<file path="src/rtl/bzr_pkg.sv">
// Shared constants and types for the cubic Bezier point evaluator.
package bzr_pkg;

	// Control point coordinate width, integer pixels.
	localparam int COORD_BITS = 10;
	localparam int FRAC_BITS  = 8;
	// Width of a Q(COORD_BITS).8 value.
	localparam int VAL_W      = COORD_BITS + FRAC_BITS;

	// Curve parameter, Q1.16, 1.0 = 2**16.
	localparam int T_W        = 17;
	localparam int T_SHIFT    = 16;
	localparam logic [T_W-1:0] T_ONE = T_W'(1) << T_SHIFT;

	// Signed difference times signed-extended t.
	localparam int DIFF_W     = VAL_W + 1;
	localparam int PROD_W     = DIFF_W + T_W + 1;

	localparam int OUT_W      = 18;

	localparam int NUM_REGS   = 8;
	localparam int REG_IDX_W  = $clog2(NUM_REGS);

	typedef enum logic [REG_IDX_W-1:0] {
		REG_START_X = 3'd0,
		REG_START_Y = 3'd1,
		REG_CTRL1_X = 3'd2,
		REG_CTRL1_Y = 3'd3,
		REG_CTRL2_X = 3'd4,
		REG_CTRL2_Y = 3'd5,
		REG_END_X   = 3'd6,
		REG_END_Y   = 3'd7
	} cfg_reg_t;

	localparam logic [COORD_BITS-1:0] RST_START_X = COORD_BITS'(200);
	localparam logic [COORD_BITS-1:0] RST_START_Y = COORD_BITS'(400);
	localparam logic [COORD_BITS-1:0] RST_CTRL1_X = COORD_BITS'(200);
	localparam logic [COORD_BITS-1:0] RST_CTRL1_Y = COORD_BITS'(200);
	localparam logic [COORD_BITS-1:0] RST_CTRL2_X = COORD_BITS'(400);
	localparam logic [COORD_BITS-1:0] RST_CTRL2_Y = COORD_BITS'(200);
	localparam logic [COORD_BITS-1:0] RST_END_X   = COORD_BITS'(400);
	localparam logic [COORD_BITS-1:0] RST_END_Y   = COORD_BITS'(400);

	typedef struct packed {
		logic [COORD_BITS-1:0] x;
		logic [COORD_BITS-1:0] y;
	} point_t;

	// The four control points, start to end.
	typedef struct packed {
		point_t start;
		point_t ctrl1;
		point_t ctrl2;
		point_t stop;
	} ctrl_pts_t;

endpackage

</file>
<file path="src/rtl/bzr_lerp.sv">
// One fixed-point linear interpolation: p + floor((q - p) * t / 2**16).
module bzr_lerp (
	input  logic [bzr_pkg::VAL_W-1:0] p,
	input  logic [bzr_pkg::VAL_W-1:0] q,
	input  logic [bzr_pkg::T_W-1:0]   t,
	output logic [bzr_pkg::VAL_W-1:0] r
);

	logic signed [bzr_pkg::DIFF_W-1:0] diff;
	logic signed [bzr_pkg::T_W:0]      t_s;
	logic signed [bzr_pkg::PROD_W-1:0] prod;
	logic signed [bzr_pkg::PROD_W-1:0] prod_sh;
	logic signed [bzr_pkg::DIFF_W-1:0] step;
	logic signed [bzr_pkg::DIFF_W-1:0] sum;

	always_comb begin
		diff    = $signed({1'b0, q}) - $signed({1'b0, p});
		t_s     = $signed({1'b0, t});
		prod    = diff * t_s;
		// arithmetic shift floors toward minus infinity
		prod_sh = prod >>> bzr_pkg::T_SHIFT;
		// |step| <= |diff| since t <= 1
		step    = prod_sh[bzr_pkg::DIFF_W-1:0];
		sum     = $signed({1'b0, p}) + step;
		r       = sum[bzr_pkg::VAL_W-1:0];
	end

endmodule

</file>
<file path="config.mk">
export PLATFORM = sky130hd
export DESIGN_NAME = bzr_lerp
export DESIGN_NICKNAME = d
export VERILOG_FILES = /design/src/rtl/bzr_pkg.sv /design/src/rtl/bzr_lerp.sv
export SDC_FILE = /design/constraint.sdc
export NUM_CORES = 1
export LEC_CHECK = 0
export BUFFER_PORTS_ARGS = -buffer_cell sky130_fd_sc_hd__buf_4
export CORE_UTILIZATION = 65
export DETAILED_ROUTE_END_ITERATION = 16
export PLACE_DENSITY = 0.9
export SETUP_SLACK_MARGIN = 0.4
export SLEW_MARGIN = 20
export SYNTH_ARGS = -nofsm -noshare
export SYNTH_HDL_FRONTEND = slang
export SYNTH_SLANG_ARGS = --single-unit
</file>
<file path="constraint.sdc">
create_clock -name vclk -period 18.9
set_input_delay 0 -clock vclk [all_inputs]
set_output_delay 0 -clock vclk [all_outputs]
set_load 0.02 [all_outputs]
</file>
Word level (Yosys, flattened, before mapping). Cells that the tools add are included.

Logic and storage cells: 3. Bits of input ports: 53. Bits in registers: 0. Output and inout bits: 18. Memories: 0. ROM bits: 0. Memory bits (writable): 0. Bits in latches: 0.

$lt $le $gt $ge: 0. $add $sub $neg: 2. Bitwise gates (word level): 0. Shifts and indexed selects: 0. Equality and inequality tests: 0. Reductions and logical operators: 0. $mul: 1. Multiplexer cells: 0. Div/mod/pow operators: 0.

Operators with widths (count): multiplier 19 x 18 -> 34 bit (1); subtractor 18 x 18 -> 19 bit (1); adder 18 bit (1).

Longest topological paths before layout. Gate-level depths: netlist of run 1.

Word-level depth: 3. Mapped depth: 44. Mapped depth without buffers: 44.

Least setup slack after synthesis of run 1. OpenSTA, ideal clock, no wires.

Kind: input port to output port. Start point: in p[2] (netlist bit). End point: out r[17] (netlist bit). Path slack: 9867 ps. Data required time: 18900 ps. Cell stages on the path: 42. Arrival time: 9033 ps. Path buffers: 1. Cell sequence: inv_1 -> ha_1 -> nor2b_1 -> o31a_1 -> o41a_1 -> nand2b_1 -> nand2_1 -> a21o_1 -> a21oi_1 -> xnor2_1 -> clkbuf_1 -> and2_1 -> fa_1 -> inv_1 -> fa_1 -> fa_1 -> inv_1 -> fa_1 -> [... 6 more ...] -> a21oi_1 -> nand2_1 -> a41o_1 -> or4b_2 -> nand3b_1 -> a21o_1 -> a21oi_1 -> xnor2_1 -> ha_1 -> o21a_1 -> o21ai_0 -> nor2_1 -> a211oi_1 -> o21bai_1 -> a21oi_1 -> o21ai_0 -> xnor3_1 -> xor2_1.

Longest elaborated chain between the ends: 3.

RTL lines: from (decl) (line bzr_lerp.sv:3) `input logic [bzr_pkg::VAL_W-1:0] p,`; subtractor 18 x 18 -> 19 bit (line bzr_lerp.sv:17) `diff = $signed({1'b0, q}) - $signed({1'b0, p});`; multiplier 19 x 18 -> 34 bit (line bzr_lerp.sv:19) `prod = diff * t_s;`; adder 18 bit (*) (line bzr_lerp.sv:24) `sum = $signed({1'b0, p}) + step;`; to (decl) (line bzr_lerp.sv:6) `output logic [bzr_pkg::VAL_W-1:0] r`.

Every way passes the cells marked *; elsewhere a longest branch is shown, timed or not.

Final worst setup path of run 1.
Start point: in q[0] (netlist bit). End point: out r[17] (netlist bit).

Longest elaborated chain between the ends: 3.

RTL lines: from (decl) (line bzr_lerp.sv:4) `input logic [bzr_pkg::VAL_W-1:0] q,`; subtractor 18 x 18 -> 19 bit (line bzr_lerp.sv:17); multiplier 19 x 18 -> 34 bit (line bzr_lerp.sv:19); adder 18 bit (line bzr_lerp.sv:24).

Every way passes these cells.

==> results.json, run 1 <==
{
  "status": "completed",
  "synth_area_sq_um": 12600,
  "cp_max_fo": 17,
  "wl_per_cell_um": 17.4,
  "critical_path_depth": 40,
  "drv_slew": 0,
  "die_h_um": 141,
  "firstDrtPassIters": 7,
  "synth.area.mux_share_pct": 0,
  "hold_violations": 0,
  "final_net_count": 1962,
  "synth_cell_types": 48,
  "path_buf_inv": 6,
  "hp-class": "primary input to output pin",
  "fin_tns_setup_ns": 0,
  "io_pins": 71,
  "place_congestion": 0.894,
  "synth_fa_ha_area_share_pct": 60.1,
  "grt_usage_pct": 32.1,
  "avgViaCountPerCell": 5.60,
  "relSlewSlack_pct": 23.4,
  "nFlopsAndLatches": 0,
  "die_w_um": 141,
  "area_growth_syn_to_layout_pct": 6.75,
  "drt-initial-drc-count": 633,
  "setup_violations": 0,
  "cts_resized": 0,
  "placed_area_sq_um": 13500,
  "yosys-top-cells-area": "fa_1, inv_1, ha_1",
  "worstSetupPathType": "primary input to output pin",
  "critical-path-slowest-cell": "fa_1",
  "final_cell_mix": "inv_1, fa_1, and2_1",
  "grt_pass1_wl_um": 50300,
  "yosysTopAreaCell": "fa_1",
  "routed_wl_um": 30400,
  "vias": 9772,
  "dpl.hpwl_um": 25200,
  "cap_violations": 0,
  "rows": 50,
  "crit_path_frequent_cell": "fa_1",
  "maxClockFrequency_ghz": 0.0972,
  "nClkBuffers": 0,
  "synth_top_family_by_area": "adder cells",
  "synth.avg_cell_area_sq_um": 8.76,
  "start_util_pct": 66.9,
  "worstHoldStart": "p[0]",
  "die_area_sq_um": 20000,
  "finalCriticalPeriod_ns": 10.28,
  "min_period_over_period_pct": 54.4,
  "core-area_sq_um": 18900,
  "synth_xor_area_share_pct": 4.55,
  "drive_gt1_share_pct": 6.74,
  "grt_max_degree": 20,
  "critPathArrivalTime_ns": 10.28,
  "syn_inst": 1442,
  "seqCellArea_sq_um": 0,
  "yosysTopAreaCellShare_pct": 48.5,
  "hold_ws_ns": 0.368,
  "cp_top_family": "compound AO/OA/AOI/OAI gates",
  "start_kind": "primary input",
  "layout_commonest_cell": "inv_1",
  "post_cts_buffers": 0,
  "startpoint": "q[0]",
  "antenna_left": 0,
  "worst_slack_ns": 8.62,
  "cp-end-kind": "output pin",
  "worstSetupEndpoint": "r[17]",
  "rsz0062_at_grt": "no",
  "ys_seq_area_share_pct": 0,
  "antenna_found_initial": 1,
  "synthSimpleGateAreaFrac_pct": 15.9,
  "synth_compound_area_share_pct": 6.32,
  "stdcell_area_sq_um": 13500,
  "max_stage_delay_ns": 0.57,
  "port_buffers": 71,
  "grt_pass1_vias": 10758,
  "dpl_worst_slack_ns": 8.47,
  "syn_nets": 1918,
  "synth_warnings": 0,
  "cp.required_ns": 18.90,
  "drcViolationCount": 0,
  "cts-hold-fix-buffers": 0,
  "worst_slew_pin_slew_ns": 1.14,
  "grt-ovfl-total": 0
}
-- worst min-delay path by stage --
stage	to	slack [ns]	depth (start not counted)
6_report	r[0]	0.37	3
5_1_grt	r[0]	0.38	3
4_1_cts	r[0]	0.37	3
3_5_place_dp	r[0]	0.36	3
3_3_place_gp	r[0]	0.33	3
2_1_floorplan	r[0]	0.21	1
-- per-layer routing --
layer  up-vias  global-route usage, %  wire length [um]
met2       461                   59.1             15800
met5         -                      0                 0
li1       4298                      -                 -
met3       106                   3.24              2190
met1      4907                   39.1             11100
met4         0                   12.2              1270
-- through the flow --
| step | cells | util (%) |
|---|---|---|
| floorplan | 1442 | - |
| global placement | 1744 | 71.4 |
| detailed placement | 1744 | 71.4 |
| CTS | 1744 | 71.4 |
| global route | 1745 | 71.4 |
| finish | 1745 | 71.4 |
-- synthesized netlist by cell type (all sizes together) (10+ instances only) --
master	count
xor2	17
nand3	10
clkbuf	43
xnor2	46
nor2	24
nand2	151
a21oi	39
nand2b	13
inv	398
o21a	11
and2	153
o21ai	21
ha	117
fa	306
nor2b	25
a21o	13
-- cell type report --
cell class / instances / area [sq um]
multi-input cells: 1000 / 11000
inverters: 398 / 1490
fillers: 1328 / 5410
diodes: 1 / 2.50
well taps: 260 / 325
repair buffers: 86 / 646
-- cell families after synthesis --
| group | Yosys count |
|---|---|
| buffers and inverters | 442 |
| AOI/OAI and AO/OA | 122 |
| adders and majority gates | 423 |
| and+or+nand+nor | 391 |
| xor gates and xnor gates | 64 |
==> inputs of run 2 (changes only) <==
CORE_UTILIZATION = 60   (was 65)
PLACE_DENSITY = 0.88   (was 0.9)
clock period = 8.88 ns   (was 18.9 ns; I/O delays follow)
==> run 2 against run 1 <==
The flow now finishes with violations (setup timing). Via count increased by 7.7%. Sequential cell count unchanged. Worst hold slack better by 0.026 ns. Utilization is 0.50 points higher. Final cell count increased by 6.1%. Sequential share of layout area stayed put. Die area increased by 8.2%. Critical endpoint unchanged. Non-clock buffer count grew 98. Setup slack worse by 9.0 ns. Routed wire length is 14% higher. Design area is 8.9% higher.
==> results.json, run 2 (synthesis results as in run 1) <==
{
  "hp-class": "primary input to output pin",
  "port_buffers": 71,
  "cp-end-kind": "output pin",
  "drv_slew": 0,
  "grt_pass1_wl_um": 54000,
  "cp.required_ns": 8.88,
  "cp_max_fo": 7,
  "final_net_count": 2060,
  "drive_gt1_share_pct": 17.6,
  "hold_violations": 0,
  "critPathArrivalTime_ns": 9.25,
  "final_cells": 1852,
  "core-area_sq_um": 20400,
  "maxClockFrequency_ghz": 0.108,
  "crit_path_frequent_cell": "fa_1",
  "worstSetupPathType": "primary input to output pin",
  "layout_commonest_cell": "inv_1",
  "critical-path-slowest-cell": "fa_1",
  "die_h_um": 147,
  "start_kind": "primary input",
  "cap_violations": 0,
  "vias": 10520,
  "min_period_over_period_pct": 104,
  "grt_max_degree": 20,
  "io_pins": 71,
  "antenna_found_initial": 0,
  "grt-ovfl-total": 0,
  "relSlewSlack_pct": 51.4,
  "finalCriticalPeriod_ns": 9.25,
  "place_congestion": 0.905,
  "max_stage_delay_ns": 0.56,
  "routed_wl_um": 34600,
  "cts-hold-fix-buffers": 0,
  "antenna_cells": 0,
  "drcViolationCount": 0,
  "nClkBuffers": 0,
  "grt_pass1_vias": 11830,
  "status": "finished with violations",
  "rsz0062_at_grt": "yes",
  "worstSetupEndpoint": "r[17]",
  "worst_slack_ns": -0.368,
  "die_w_um": 147,
  "violations": "setup timing",
  "hold_depth": 3,
  "dp_cells": 1834,
  "antenna_left": 0,
  "setup_violations": 2,
  "avgViaCountPerCell": 5.68,
  "final_cell_mix": "inv_1, fa_1, buf_4",
  "rows": 52,
  "wl_per_cell_um": 18.7,
  "die_area_sq_um": 21600,
  "dpl.hpwl_um": 27400,
  "nFlopsAndLatches": 0,
  "worst_slew_pin_slew_ns": 0.724,
  "area_growth_syn_to_layout_pct": 16.2,
  "drt-initial-drc-count": 654,
  "startpoint": "p[2]",
  "start_util_pct": 61.8,
  "firstDrtPassIters": 5,
  "grt_usage_pct": 31.6,
  "seqCellArea_sq_um": 0
}
run 2: per-stage QoR:
| step | hold slack, ns | setup TNS, ns | cell area [sq um] | util (%) | worst slack, ns |
|---|---|---|---|---|---|
| 2_1_floorplan | 0.210 | 0 | 12700 | - | 0.391 |
| 3_3_place_gp | 0.337 | -0.464 | 14100 | 69.3 | -0.244 |
| 3_5_place_dp | 0.357 | -2.16 | 14100 | 69.3 | -0.463 |
| 4_1_cts | 0.396 | -0.190 | 14400 | 70.7 | -0.190 |
| 5_1_grt | 0.409 | -1.63 | 14700 | 71.9 | -0.694 |
| 6_report | 0.394 | -0.533 | 14700 | 71.9 | -0.368 |
run 2: worst min path at each step:
stage,slack [ns],endpoint,start
after global routing,0.41,r[0],p[0]
final,0.39,r[0],p[0]
after detailed placement,0.36,r[0],p[0]
after CTS,0.40,r[0],p[0]
after global placement,0.34,r[0],p[0]
after floorplan,0.21,r[0],p[0]
run 2: repair_timing:
| item | in CTS | in global routing |
|---|---|---|
| setup buffers | 8 | 10 |
| pin swaps | 36 | 38 |
| setup endpoints to repair | 12 | 12 |
| resized for setup | 60 | 33 |
run 2: worst max-delay path: cells and delay by family:
kind | cells | cell delay (ns)
buffers and inverters | 9 | 0.74
AO/OA/AOI/OAI | 14 | 2.85
AND/OR/NAND/NOR | 6 | 1.12
adder cells (fa/ha/maj) | 9 | 3.78
XOR/XNOR | 4 | 0.76
run 2: cell type report:
class                           count  area (sq um)
Multi-Input combinational cell   1000         11400
Fill cell                        1327          5740
Inverter                          398          1500
Timing Repair Buffer              184          1400
Tap cell                          270           338
run 2: metal layers:
metal	vias to the layer above	global-route usage (%)	share of wire, %
met4	0	14.1	5.1
met3	166	2.70	6.3
met1	5360	36.0	35
li1	4492	-	-
met2	502	60.0	54
met5	-	0	0
Power of run 2 is left out: the tool's default activity adds up to more than one toggle a clock period on the data nets, which glitch-free logic cannot reach.
