[src/rtl/bzr_pkg.sv]
// Shared constants and types for the cubic Bezier point evaluator.
package bzr_pkg;

	// Control point coordinate width, integer pixels.
	localparam int COORD_BITS = 10;
	localparam int FRAC_BITS  = 8;
	// Width of a Q(COORD_BITS).8 value.
	localparam int VAL_W      = COORD_BITS + FRAC_BITS;

	// Curve parameter, Q1.16, 1.0 = 2**16.
	localparam int T_W        = 17;
	localparam int T_SHIFT    = 16;
	localparam logic [T_W-1:0] T_ONE = T_W'(1) << T_SHIFT;

	// Signed difference times signed-extended t.
	localparam int DIFF_W     = VAL_W + 1;
	localparam int PROD_W     = DIFF_W + T_W + 1;

	localparam int OUT_W      = 18;

	localparam int NUM_REGS   = 8;
	localparam int REG_IDX_W  = $clog2(NUM_REGS);

	typedef enum logic [REG_IDX_W-1:0] {
		REG_START_X = 3'd0,
		REG_START_Y = 3'd1,
		REG_CTRL1_X = 3'd2,
		REG_CTRL1_Y = 3'd3,
		REG_CTRL2_X = 3'd4,
		REG_CTRL2_Y = 3'd5,
		REG_END_X   = 3'd6,
		REG_END_Y   = 3'd7
	} cfg_reg_t;

	localparam logic [COORD_BITS-1:0] RST_START_X = COORD_BITS'(200);
	localparam logic [COORD_BITS-1:0] RST_START_Y = COORD_BITS'(400);
	localparam logic [COORD_BITS-1:0] RST_CTRL1_X = COORD_BITS'(200);
	localparam logic [COORD_BITS-1:0] RST_CTRL1_Y = COORD_BITS'(200);
	localparam logic [COORD_BITS-1:0] RST_CTRL2_X = COORD_BITS'(400);
	localparam logic [COORD_BITS-1:0] RST_CTRL2_Y = COORD_BITS'(200);
	localparam logic [COORD_BITS-1:0] RST_END_X   = COORD_BITS'(400);
	localparam logic [COORD_BITS-1:0] RST_END_Y   = COORD_BITS'(400);

	typedef struct packed {
		logic [COORD_BITS-1:0] x;
		logic [COORD_BITS-1:0] y;
	} point_t;

	// The four control points, start to end.
	typedef struct packed {
		point_t start;
		point_t ctrl1;
		point_t ctrl2;
		point_t stop;
	} ctrl_pts_t;

endpackage

[src/rtl/bzr_cfg_regs.sv]
// Control point register file with write port.
module bzr_cfg_regs (
	input  logic                             clk,
	input  logic                             arst_n,
	input  logic                             cfg_wr_en,
	input  logic [bzr_pkg::REG_IDX_W-1:0]    cfg_index,
	input  logic [bzr_pkg::COORD_BITS-1:0]   cfg_data,
	output bzr_pkg::ctrl_pts_t               pts
);

	bzr_pkg::ctrl_pts_t pts_q;

	always_ff @(posedge clk or negedge arst_n) begin
		if (!arst_n) begin
			pts_q.start.x <= bzr_pkg::RST_START_X;
			pts_q.start.y <= bzr_pkg::RST_START_Y;
			pts_q.ctrl1.x <= bzr_pkg::RST_CTRL1_X;
			pts_q.ctrl1.y <= bzr_pkg::RST_CTRL1_Y;
			pts_q.ctrl2.x <= bzr_pkg::RST_CTRL2_X;
			pts_q.ctrl2.y <= bzr_pkg::RST_CTRL2_Y;
			pts_q.stop.x  <= bzr_pkg::RST_END_X;
			pts_q.stop.y  <= bzr_pkg::RST_END_Y;
		end else if (cfg_wr_en) begin
			unique case (bzr_pkg::cfg_reg_t'(cfg_index))
				bzr_pkg::REG_START_X: pts_q.start.x <= cfg_data;
				bzr_pkg::REG_START_Y: pts_q.start.y <= cfg_data;
				bzr_pkg::REG_CTRL1_X: pts_q.ctrl1.x <= cfg_data;
				bzr_pkg::REG_CTRL1_Y: pts_q.ctrl1.y <= cfg_data;
				bzr_pkg::REG_CTRL2_X: pts_q.ctrl2.x <= cfg_data;
				bzr_pkg::REG_CTRL2_Y: pts_q.ctrl2.y <= cfg_data;
				bzr_pkg::REG_END_X:   pts_q.stop.x  <= cfg_data;
				bzr_pkg::REG_END_Y:   pts_q.stop.y  <= cfg_data;
				default: ;
			endcase
		end
	end

	assign pts = pts_q;

endmodule

[config.mk]
export PLATFORM = sky130hd
export DESIGN_NAME = bzr_cfg_regs
export DESIGN_NICKNAME = d
export VERILOG_FILES = /design/src/rtl/bzr_pkg.sv /design/src/rtl/bzr_cfg_regs.sv
export SDC_FILE = /design/constraint.sdc
export NUM_CORES = 1
export LEC_CHECK = 0
export ABC_CLOCK_PERIOD_IN_PS = 1850
export BUFFER_PORTS_ARGS = -buffer_cell sky130_fd_sc_hd__buf_2
export CORE_MARGIN = 2
export CORE_UTILIZATION = 32
export CTS_CLUSTER_SIZE = 20
export DETAILED_ROUTE_END_ITERATION = 6
export MAX_ROUTING_LAYER = met4
export PLACE_DENSITY_LB_ADDON = 0.3
export SLEW_MARGIN = 40
export SYNTH_ARGS = -nofsm -noshare
export SYNTH_HDL_FRONTEND = slang
export SYNTH_SLANG_ARGS = --single-unit
[constraint.sdc]
create_clock -name clk -period 1.85 [get_ports clk]
set_clock_uncertainty 0.1 [all_clocks]
set_input_delay 0.185 -clock clk [delete_from_list [all_inputs] [get_ports clk]]
set_output_delay 0.185 -clock clk [all_outputs]
set_load 0.02 [all_outputs]
After elaboration in Yosys (flattened, before gate mapping)
Cells that the tools add are included.

$add $sub $neg: 0. $mul: 0. Bitwise operators: 0. $lt $le $gt $ge: 0. Divide/modulo/power cells: 0. Equality and inequality tests: 7. Muxes and demuxes: 0. Shifts and indexed selects: 0. Reduce and logical (&&, ||, !) cells: 9.

Operators with widths (count): $reduce_and 2->1 (8); $eq 3x3->1 const B (4); $eq 3x2->1 const B (2); $eq 3x1->1 const B (1); $logic_not 3->1 (1).

Memories: 0. RAM bits: 0. Register bits: 80. Input port bits: 16. Bits in latches: 0. Logic and storage cells: 24. Bits in read-only memories: 0.

Logic depth before layout (Yosys ltp)
Gate-level depths: netlist of run 1.

Depth in word-level cells: 2. Mapped depth: 3.

Worst setup path after synthesis of run 1
Ideal clock, no wire load.

Kind: input-to-reg. From: input cfg_index[0] (netlist bit). To: register pts_q (netlist bit pts[70]). Buffers on the path: 1. Arrival time: 0.950 ns. Stages on the path: 3. Path slack: 0.675 ns. Path through: nor4b_2 -> buf_4 -> mux2_2.

Word-level cells in the longest chain between the ends: 2.

Ends and longest elaborated chain: start: declaration (line bzr_cfg_regs.sv:6) `input logic [bzr_pkg::REG_IDX_W-1:0] cfg_index,`; $logic_not 3->1 (line bzr_cfg_regs.sv:24) `unique case (bzr_pkg::cfg_reg_t'(cfg_index))`; $reduce_and 2->1 (no source line); end: declaration (line bzr_cfg_regs.sv:11) `bzr_pkg::ctrl_pts_t pts_q;`.

Every way passes these cells. A chain may end at the register's enable or synchronous reset.

Worst setup path after layout of run 1
From: register pts_q (netlist bit pts[18]). To: output pts[18] (netlist bit).

RTL lines: end: declaration (line bzr_cfg_regs.sv:8) `output bzr_pkg::ctrl_pts_t pts`.

No word-level cell between the ends.

==> impl_metrics.csv, run 1 <==
group,metric,value,unit
run_status,result_of_the_run,"completed",
pwr,comb_power_share,29.0,%
min_path,hold_path_class,"input pin to flip-flop",
detailed_routing,detail_route.iter0.violations,46,
clock_tree,cts.reportedPaths.clkPinSlew,0.08,ns
logic_synthesis,synth_top_family_by_area,"multiplexers",
timing,max_slew_margin,77.9,%
pwr,p_leak,1.94,nW
clock_tree,cts_tree,"yes",
logic_synthesis,yosys.area_share.xor_xnor,0,%
pwr,power.total,0.00514,W
logic_synthesis,synth.mux.area_fraction,31.7,%
worst_setup_path,cp_data_arrival_time,1.07,ns
detailed_routing,viasPerCell,4.47,
detailed_routing,route.vias.total,1903,
timing,min_period_over_period,73.3,%
worst_setup_path,worst-endpoint-required,1.56,ns
logic_synthesis,average_cell_area_after_synthesis,18.2,um2
layout,regArea,0.00203,mm2
logic_synthesis,synth.top_cells.by_area,"dfrtp_1 (44%), dfstp_2 (20%), mux2_2 (18%)",
layout,design.final.nets,304,
logic_synthesis,synth_cell_type_count,11,
grt,antenna_found_initial,0,
layout,final.fill_count,947,
worst_setup_path,rr_worst_depth,1,
grt,grt_usage,14.9,%
worst_setup_path,path_delay_family,"flip-flops",
worst_setup_path,critical_path.endpoint,"pts[18]",
logic_synthesis,cell_count_after_synthesis,175,
pwr,switching_power,0.00165,W
placement,port_buffers,95,
floorplanning,boundaryPins,96,
timing,setup_repair_after_global_routing_missed_its_margin,"no",
worst_setup_path,critPathLaunch,"pts[18]",
detailed_routing,wl_per_cell,17.3,um
worst_setup_path,crit_slowest_cell,"dfstp_2",
worst_setup_path,regToRegEndpoint,"pts[33]",
floorplanning,fp.dieW,104,um
placement,detailedPlacementHpwl,5.04,mm
clock_tree,ctsResizeCount,0,
min_path,hold_path_depth,2,
pwr,irDropWorstVdd,0.397,mV
pwr,switching_share,32.0,%
worst_setup_path,crit_fanout,2,
layout,final_cells,426,
job,drv_cap,0,
timing,hold_slack,0.0673,ns
worst_setup_path,path_cells,"buf_2",
layout,largest_register_ff_count,80,
logic_synthesis,synth_top_area_share,43.9,%
grt,grt_first_pass_wirelength,11.7,mm
pwr,intPower,0.00350,W
timing,setup-violations-final,0,
clock_tree,cts_num_sinks,80,
floorplanning,floorplan.initialDensity,32.8,%
detailed_routing,route.final.wire_length,7.38,mm
floorplanning,fp.dieH,104,um
placement,placedInstanceArea,0.00391,mm2
detailed_routing,drt_first_pass_iters,3,
worst_setup_path,timing.critical_path.to_type,"primary output",
layout,layout.cells.most_common,"buf_2",
clock_tree,htree_num_levels,3,
clock_tree,worst_skew_pair_latency,0.35,ns
logic_synthesis,synth-seq-area-share,63.6,%
layout,fraction_of_final_layout_cells_sized_beyond_drive_strength_1,77.5,%
worst_setup_path,timing.critical_path.slowest_cell_delay,0.55,ns
logic_synthesis,synth_seq_cells,80,
layout,postLayoutCellArea,0.00410,mm2
floorplanning,dieArea,0.0108,mm2
logic_synthesis,synth_warnings,0,
pwr,pwr-share-seq,47.1,%
timing,post_route_setup_tns,0,ns
floorplanning,design.core.area,0.00973,mm2
detailed_routing,antenna_violating_nets_post_route,0,
clock_tree,tritoncts.num_buffers,9,
floorplanning,fp-row-count,36,
timing,finalHoldViolCount,0,
timing,slew_violations,0,
placement,place.detailed.instances,409,
worst_setup_path,worstReg2RegStart,"pts[33]",
worst_setup_path,startpoint_type_of_the_worst_setup_path,"flip-flop",
logic_synthesis,adder_cell_area_share_of_the_yosys_netlist,0,%
logic_synthesis,synth_fp_nets,191,
timing,achievable-frequency,0.737,GHz
pwr,clkPwrFrac,23.9,%
layout,areaGrowthSynthToFinish,28.5,%
worst_setup_path,path_class,"flip-flop to primary output",
worst_setup_path,cp.depth,1,
placement,place_congestion,0.712,
clock_tree,clockRootBuffer,"clkbuf_8",
grt,first_global_vias,1965,
timing,final_period_minus_worst_setup_slack,1.36,ns
detailed_routing,detail_route.drc_violations,0,
clock_tree,clk_path_buf_depth,2,
layout,ant_cells,0,
layout,multi_input_comb_area,0.00111,mm2
layout,mostFrequentLayoutCells,"buf_2 (94), dfrtp_1 (56), mux2_2 (50), mux2_4 (30), dfstp_2 (24)",
logic_synthesis,synth_simple_gate_area_share,2.86,%
grt,gr-total-overflow,0,
worst_setup_path,critPathBufInv,1,
grt,grt_max_degree,36,
logic_synthesis,synth_compound_gate_area_share,0,%
logic_synthesis,synth_area_leader_cell,"dfrtp_1",
logic_synthesis,synth_area,0.00319,mm2
worst_setup_path,reg2reg_slack,0.97,ns
timing,worst_slew_pin_slew,0.332,ns
pwr,cellPowerDensity,1250,mW/mm2
==> layout make-up <==
class                   count  area share (%)
clock buffers              12            3.29
flip-flops and latches     80            49.5
well taps                 133            4.06
repair buffers            109            14.9
multi-input cells          88            27.1
clock inverters             4            1.10
==> power by group through the flow <==
stage,Combinational (W),Clock [W],Sequential [W]
after detailed placement,0.00151,0,0.00246
after global placement,0.00149,0,0.00246
after CTS,0.00151,0.00128,0.00243
after floorplan,0.000453,0,0.00293
after global routing,0.00158,0.00134,0.00248
final,0.00149,0.00123,0.00242
==> per-stage QoR <==
step,util (%),setup slack [ns]
after floorplan,-,0.675
after global placement,40.2,0.403
after detailed placement,40.2,0.394
after CTS,42.2,0.472
after global routing,42.2,0.449
final,42.2,0.494
==> how the worst min path moves through the flow <==
stage                            from      end  slack (ns)
after detailed placement       arst_n  pts[35]        0.01
after floorplan                arst_n   pts[0]       -0.21
after global placement         arst_n  pts[35]        0.01
after global routing      cfg_data[3]  pts[33]        0.08
final                     cfg_data[0]  pts[60]        0.07
after CTS                 cfg_data[0]  pts[60]        0.05
==> logic make-up (layout without fill, tap and decap cells) <==
logic type,after synthesis,after routing
multiplexers,80,80
AND/OR/NAND/NOR,8,8
buffers and inverters,7,125
flip-flops,80,80
==> metal layers <==
| layer | vias up | global-route usage (%) | share of wire [%] |
|---|---|---|---|
| met5 | - | - | 0 |
| met2 | 59 | 20.5 | 45 |
| met3 | 10 | 3.13 | 4.5 |
| met4 | 0 | 6.95 | 1.8 |
| met1 | 977 | 20.9 | 49 |
| li1 | 857 | - | - |
==> cell usage after synthesis <==
cell type and instances:
and4bb_1 3, buf_2 3, buf_4 1, buf_6 3, dfrtp_1 56, dfstp_2 24, mux2_2 50, mux2_4 30
nand4_2 1, nand4b_1 3, nor4b_2 1
==> timing repair <==
| item | 4_1_cts | 5_1_grt |
|---|---|---|
| endpoints found under the hold margin | 51 | 0 |
| hold buffers | 1 | 0 |
| buffers inserted | 0 | 0 |
Note: power is estimated with default switching activity, not from simulation.
==> run 2: changes to the inputs <==
--- a/config.mk
+++ b/config.mk
@@ -5,7 +5,7 @@
 export SDC_FILE = /design/constraint.sdc
 export NUM_CORES = 1
 export LEC_CHECK = 0
-export ABC_CLOCK_PERIOD_IN_PS = 1850
+export ABC_CLOCK_PERIOD_IN_PS = 1290
 export BUFFER_PORTS_ARGS = -buffer_cell sky130_fd_sc_hd__buf_2
 export CORE_MARGIN = 2
 export CORE_UTILIZATION = 32
==> constraint.sdc (replaced) <==
create_clock -name clk -period 1.29 [get_ports clk]
set_clock_uncertainty 0.1 [all_clocks]
set_input_delay 0.129 -clock clk [delete_from_list [all_inputs] [get_ports clk]]
set_output_delay 0.129 -clock clk [all_outputs]
set_load 0.02 [all_outputs]
==> run 2 against run 1 <==
Compared with the run above: sequential share of layout area is 3.0 points lower; core utilization is 2.7 points higher; global-route usage rose by 0.30 points; clock power up 70%; worst hold slack worse by 0.043 ns; cell count is 2.8% higher; sequential power is 45% higher; register-to-register slack got worse by 0.57 ns; critical path type unchanged; critical endpoint is now pts[68]; largest power group unchanged; highest routed layer unchanged.
==> impl_metrics.csv, run 2 (synthesis gave the netlist of run 1 again) <==
group,metric,value,unit
run_status,result_of_the_run,"completed",
detailed_routing,detail_route.drc_violations,0,
grt,antenna_found_initial,0,
worst_setup_path,path_cells,"buf_6",
timing,setup_repair_after_global_routing_missed_its_margin,"yes",
clock_tree,clockRootBuffer,"clkbuf_8",
layout,layout.cells.most_common,"buf_2",
layout,multi_input_comb_area,0.00111,mm2
grt,gr-total-overflow,0,
worst_setup_path,critPathBufInv,1,
detailed_routing,wl_per_cell,17.4,um
clock_tree,cts_num_sinks,80,
pwr,irDropWorstVdd,0.627,mV
pwr,power.total,0.00790,W
timing,setup-violations-final,0,
worst_setup_path,path_class,"flip-flop to primary output",
layout,areaGrowthSynthToFinish,36.8,%
grt,first_global_vias,2084,
floorplanning,fp-row-count,36,
detailed_routing,antenna_violating_nets_post_route,0,
floorplanning,boundaryPins,96,
clock_tree,tritoncts.num_buffers,9,
floorplanning,design.core.area,0.00973,mm2
clock_tree,cts_tree,"yes",
clock_tree,clk_path_buf_depth,2,
detailed_routing,viasPerCell,4.50,
timing,worst_slew_pin_slew,0.312,ns
clock_tree,cts.reportedPaths.clkPinSlew,0.08,ns
job,drv_cap,0,
pwr,p_leak,2.06,nW
layout,fraction_of_final_layout_cells_sized_beyond_drive_strength_1,77.7,%
timing,min_period_over_period,99.0,%
detailed_routing,detail_route.iter0.violations,31,
worst_setup_path,timing.critical_path.to_type,"primary output",
worst_setup_path,crit_slowest_cell,"dfstp_2",
worst_setup_path,worst-endpoint-required,1.06,ns
worst_setup_path,path_delay_family,"flip-flops",
layout,ant_cells,0,
timing,hold_slack,0.0246,ns
worst_setup_path,crit_fanout,2,
layout,design.final.nets,316,
floorplanning,dieArea,0.0108,mm2
worst_setup_path,timing.critical_path.slowest_cell_delay,0.57,ns
timing,max_slew_margin,79.2,%
placement,port_buffers,95,
grt,grt_max_degree,31,
clock_tree,worst_skew_pair_latency,0.35,ns
layout,mostFrequentLayoutCells,"buf_2 (70), dfrtp_1 (56), mux2_2 (50), buf_4 (36), mux2_4 (30)",
layout,largest_register_ff_count,80,
layout,regArea,0.00203,mm2
floorplanning,floorplan.initialDensity,32.8,%
min_path,hold_path_class,"input pin to flip-flop",
detailed_routing,drt_first_pass_iters,4,
floorplanning,fp.dieW,104,um
timing,slew_violations,0,
grt,grt_usage,15.2,%
grt,grt_first_pass_wirelength,12.0,mm
clock_tree,htree_num_levels,3,
timing,finalHoldViolCount,0,
detailed_routing,route.vias.total,1973,
worst_setup_path,startpoint_type_of_the_worst_setup_path,"flip-flop",
worst_setup_path,cp_data_arrival_time,1.05,ns
floorplanning,fp.dieH,104,um
pwr,cellPowerDensity,1810,mW/mm2
timing,final_period_minus_worst_setup_slack,1.28,ns
placement,detailedPlacementHpwl,5.44,mm
timing,achievable-frequency,0.783,GHz
layout,final.fill_count,921,
detailed_routing,route.final.wire_length,7.62,mm
placement,place_congestion,0.761,
## run 2: per-layer routing
metal / up-vias / track usage, % / share of wire [%]
met5: - / - / 0
li1: 883 / - / -
met4: 0 / 5.50 / 1.7
met1: 1011 / 20.3 / 47
met3: 18 / 4.01 / 4.9
met2: 61 / 22.4 / 47
## run 2: power breakdown
group	internal, W	switching (W)	total [W]
Combinational	0.00110	0.00121	0.00231
Sequential	0.00318	0.000315	0.00350
Clock	0.00121	0.000884	0.00209
## run 2: stage by stage
step           setup slack (ns)  instance area [um2]  cells  utilization, %  setup TNS (ns)
2_1_floorplan             0.171                 3190    175               -               0
3_3_place_gp             -0.110                 4030    419            41.4           -1.58
3_5_place_dp             -0.133                 4030    419            41.4           -2.55
4_1_cts                0.000564                 4330    438            44.5               0
5_1_grt                 -0.0226                 4370    438            44.9         -0.0245
6_report                 0.0127                 4370    438            44.9               0
## run 2: final timing paths
check                           slack (ns)  depth (start not counted)       to         from
worst max-delay path                  0.01                          1  pts[68]      pts[68]
max in group asynchronous             0.43                          3  pts[57]       arst_n
worst max register to register        0.40                          1  pts[66]      pts[66]
worst min register to register        0.40                          1  pts[21]      pts[21]
worst min-delay path                  0.02                          2  pts[38]  cfg_data[8]
min in group asynchronous             0.10                          2  pts[55]       arst_n
## run 2: final cells by class
| class | count | area share [%] |
|---|---|---|
| clock buffer | 13 | 3.67 |
| clock inverter | 3 | 1.49 |
| multi-input combinational | 88 | 25.5 |
| sequential | 80 | 46.5 |
| tap | 133 | 3.81 |
| timing repair buffer | 121 | 19.0 |
## run 2: repair_timing
item	in CTS	in global routing
hold endpoints to repair	69	0
resized for setup	17	14
hold buffers	3	0
endpoints found under the setup margin	15	14
setup buffers	0	0
==> run 3: changes to the inputs <==
--- a/config.mk
+++ b/config.mk
@@ -6,7 +6,7 @@
 export NUM_CORES = 1
 export LEC_CHECK = 0
 export ABC_CLOCK_PERIOD_IN_PS = 1290
-export BUFFER_PORTS_ARGS = -buffer_cell sky130_fd_sc_hd__buf_2
+export BUFFER_PORTS_ARGS = -buffer_cell sky130_fd_sc_hd__buf_4
 export CORE_MARGIN = 2
 export CORE_UTILIZATION = 32
 export CTS_CLUSTER_SIZE = 20
==> run 3 against run 2 <==
Compared with the run above: register-to-register slack worse by 0.03 ns; flip-flop and latch count unchanged; critical path depth unchanged; die area unchanged; maximum frequency up 2.6%; final area up 4.8%; first-iteration DRC count up 19%; worst hold slack better by 0.21 ns; wire length down 0.29%; total power up 2.7%; via count down 2.2%; non-clock buffer count up 5; critical path type unchanged; largest cell class unchanged.
==> impl_metrics.csv, run 3 (synthesis gave the netlist of run 1 again) <==
group,metric,value,unit
detailed_routing,detail_route.drc_violations,0,
floorplanning,dieArea,0.0108,mm2
timing,min_period_over_period,96.5,%
floorplanning,fp.dieH,104,um
clock_tree,tritoncts.num_buffers,9,
clock_tree,cts_num_sinks,80,
layout,utilization,47.1,%
worst_setup_path,path_class,"flip-flop to primary output",
timing,achievable-frequency,0.803,GHz
worst_setup_path,cp_data_arrival_time,1.02,ns
clock_tree,cts.reportedPaths.clkPinSlew,0.08,ns
layout,fraction_of_final_layout_cells_sized_beyond_drive_strength_1,75.5,%
detailed_routing,route.vias.total,1930,
pwr,switching_power,0.00241,W
worst_setup_path,timing.critical_path.slowest_cell_delay,0.54,ns
worst_setup_path,path_delay_family,"flip-flops",
grt,first_global_vias,2061,
clock_tree,htree_num_levels,3,
worst_setup_path,timing.critical_path.to_type,"primary output",
detailed_routing,detail_route.iter0.violations,37,
grt,grt_max_degree,81,
pwr,switching_share,29.7,%
floorplanning,fp-row-count,36,
detailed_routing,antenna_violating_nets_post_route,0,
pwr,pwr-share-seq,43.1,%
timing,final_period_minus_worst_setup_slack,1.24,ns
timing,post_route_setup_tns,0,ns
grt,gr-total-overflow,0,
pwr,p_leak,2.12,nW
grt,antenna_found_initial,0,
layout,areaGrowthSynthToFinish,43.4,%
detailed_routing,viasPerCell,4.36,
layout,layout.cells.most_common,"buf_4",
placement,place_congestion,0.733,
clock_tree,clockRootBuffer,"clkbuf_8",
floorplanning,design.core.area,0.00973,mm2
run_status,result_of_the_run,"completed",
floorplanning,boundaryPins,96,
worst_setup_path,critPathBufInv,1,
timing,finalHoldViolCount,0,
worst_setup_path,crit_slowest_cell,"dfstp_2",
pwr,cellPowerDensity,1770,mW/mm2
timing,slew_violations,0,
timing,setup-violations-final,0,
pwr,comb_power_share,31.5,%
timing,setup_repair_after_global_routing_missed_its_margin,"no",
placement,detailedPlacementHpwl,5.19,mm
pwr,intPower,0.00571,W
pwr,clkPwrFrac,25.4,%
grt,grt_first_pass_wirelength,12.0,mm
clock_tree,clk_path_buf_depth,2,
detailed_routing,drt_first_pass_iters,3,
detailed_routing,route.final.wire_length,7.60,mm
worst_setup_path,startpoint_type_of_the_worst_setup_path,"flip-flop",
detailed_routing,wl_per_cell,17.1,um
layout,ant_cells,0,
timing,worst_slew_pin_slew,0.421,ns
timing,max_slew_margin,72.0,%
worst_setup_path,crit_fanout,2,
clock_tree,worst_skew_pair_latency,0.34,ns
worst_setup_path,path_cells,"buf_4",
clock_tree,cts_tree,"yes",
job,drv_cap,0,
layout,design.final.nets,321,
floorplanning,floorplan.initialDensity,32.8,%
grt,grt_usage,15.1,%
layout,mostFrequentLayoutCells,"buf_4 (108), dfrtp_1 (56), mux2_2 (50), mux2_4 (30), dfstp_2 (24)",
layout,largest_register_ff_count,80,
worst_setup_path,worst-endpoint-required,1.06,ns
min_path,hold_path_class,"input pin to flip-flop",
floorplanning,fp.dieW,104,um
pwr,irDropWorstVdd,0.717,mV
placement,port_buffers,95,
## run 3: changes by cell type in the layout (fill, tap and decap cells not counted), moves of 2 or more
cell	before	now
buf_2	70	0
buf_4	36	108
buf_6	7	2
clkbuf_8	9	11
dlygate4sd3_1	3	11
## run 3: layout make-up
| class | count | area, um2 |
|---|---|---|
| well taps | 133 | 166 |
| clock inverters | 3 | 63.8 |
| multi-input cells | 88 | 1110 |
| fillers | 906 | 5150 |
| flip-flops and latches | 80 | 2030 |
| clock buffers | 13 | 159 |
| repair buffers | 126 | 1040 |
## run 3: metal layers
layer / vias to the layer above / global-route usage [%] / share of wire, %
met5: - / - / 0
met4: 0 / 5.79 / 1.3
met3: 9 / 3.32 / 4.2
met2: 58 / 22.0 / 46
met1: 973 / 20.5 / 48
li1: 890 / - / -
## run 3: stage by stage
| step | cell area [um2] | hold slack, ns | total power (W) | setup slack, ns | cells |
|---|---|---|---|---|---|
| detailed placement | 4220 | 0.0878 | 0.00608 | -0.0790 | 413 |
| finish | 4580 | 0.230 | 0.00811 | 0.0454 | 443 |
| global placement | 4220 | 0.0907 | 0.00603 | -0.0654 | 413 |
| CTS | 4550 | 0.209 | 0.00821 | 0.00196 | 440 |
| global route | 4580 | 0.219 | 0.00852 | 0.00139 | 443 |
| floorplan | 3190 | -0.267 | 0.00485 | 0.171 | 175 |
## run 3: final timing paths
path | start | to | slack (ns) | depth (start not counted)
worst min register to register | pts[41] | pts[41] | 0.41 | 1
min in group asynchronous | arst_n | pts[55] | 0.24 | 3
max in group asynchronous | arst_n | pts[43] | 0.48 | 3
worst max register to register | pts[68] | pts[68] | 0.37 | 2
worst min-delay path | cfg_index[2] | pts[75] | 0.23 | 4
worst max-delay path | pts[68] | pts[68] | 0.05 | 1
## run 3: timing repair
item / CTS / global route
resized for setup: 0 / 2
hold buffers: 11 / 0
setup buffers: 0 / 3
hold endpoints to repair: 136 / 0
endpoints found under the setup margin: 0 / 5
## run 3: power groups by stage
stage	clock, W	combinational, W	sequential (W)
floorplan	0	0.000650	0.00420
global placement	0	0.00249	0.00354
detailed placement	0	0.00253	0.00355
CTS	0.00215	0.00256	0.00351
global route	0.00225	0.00270	0.00357
finish	0.00206	0.00256	0.00350
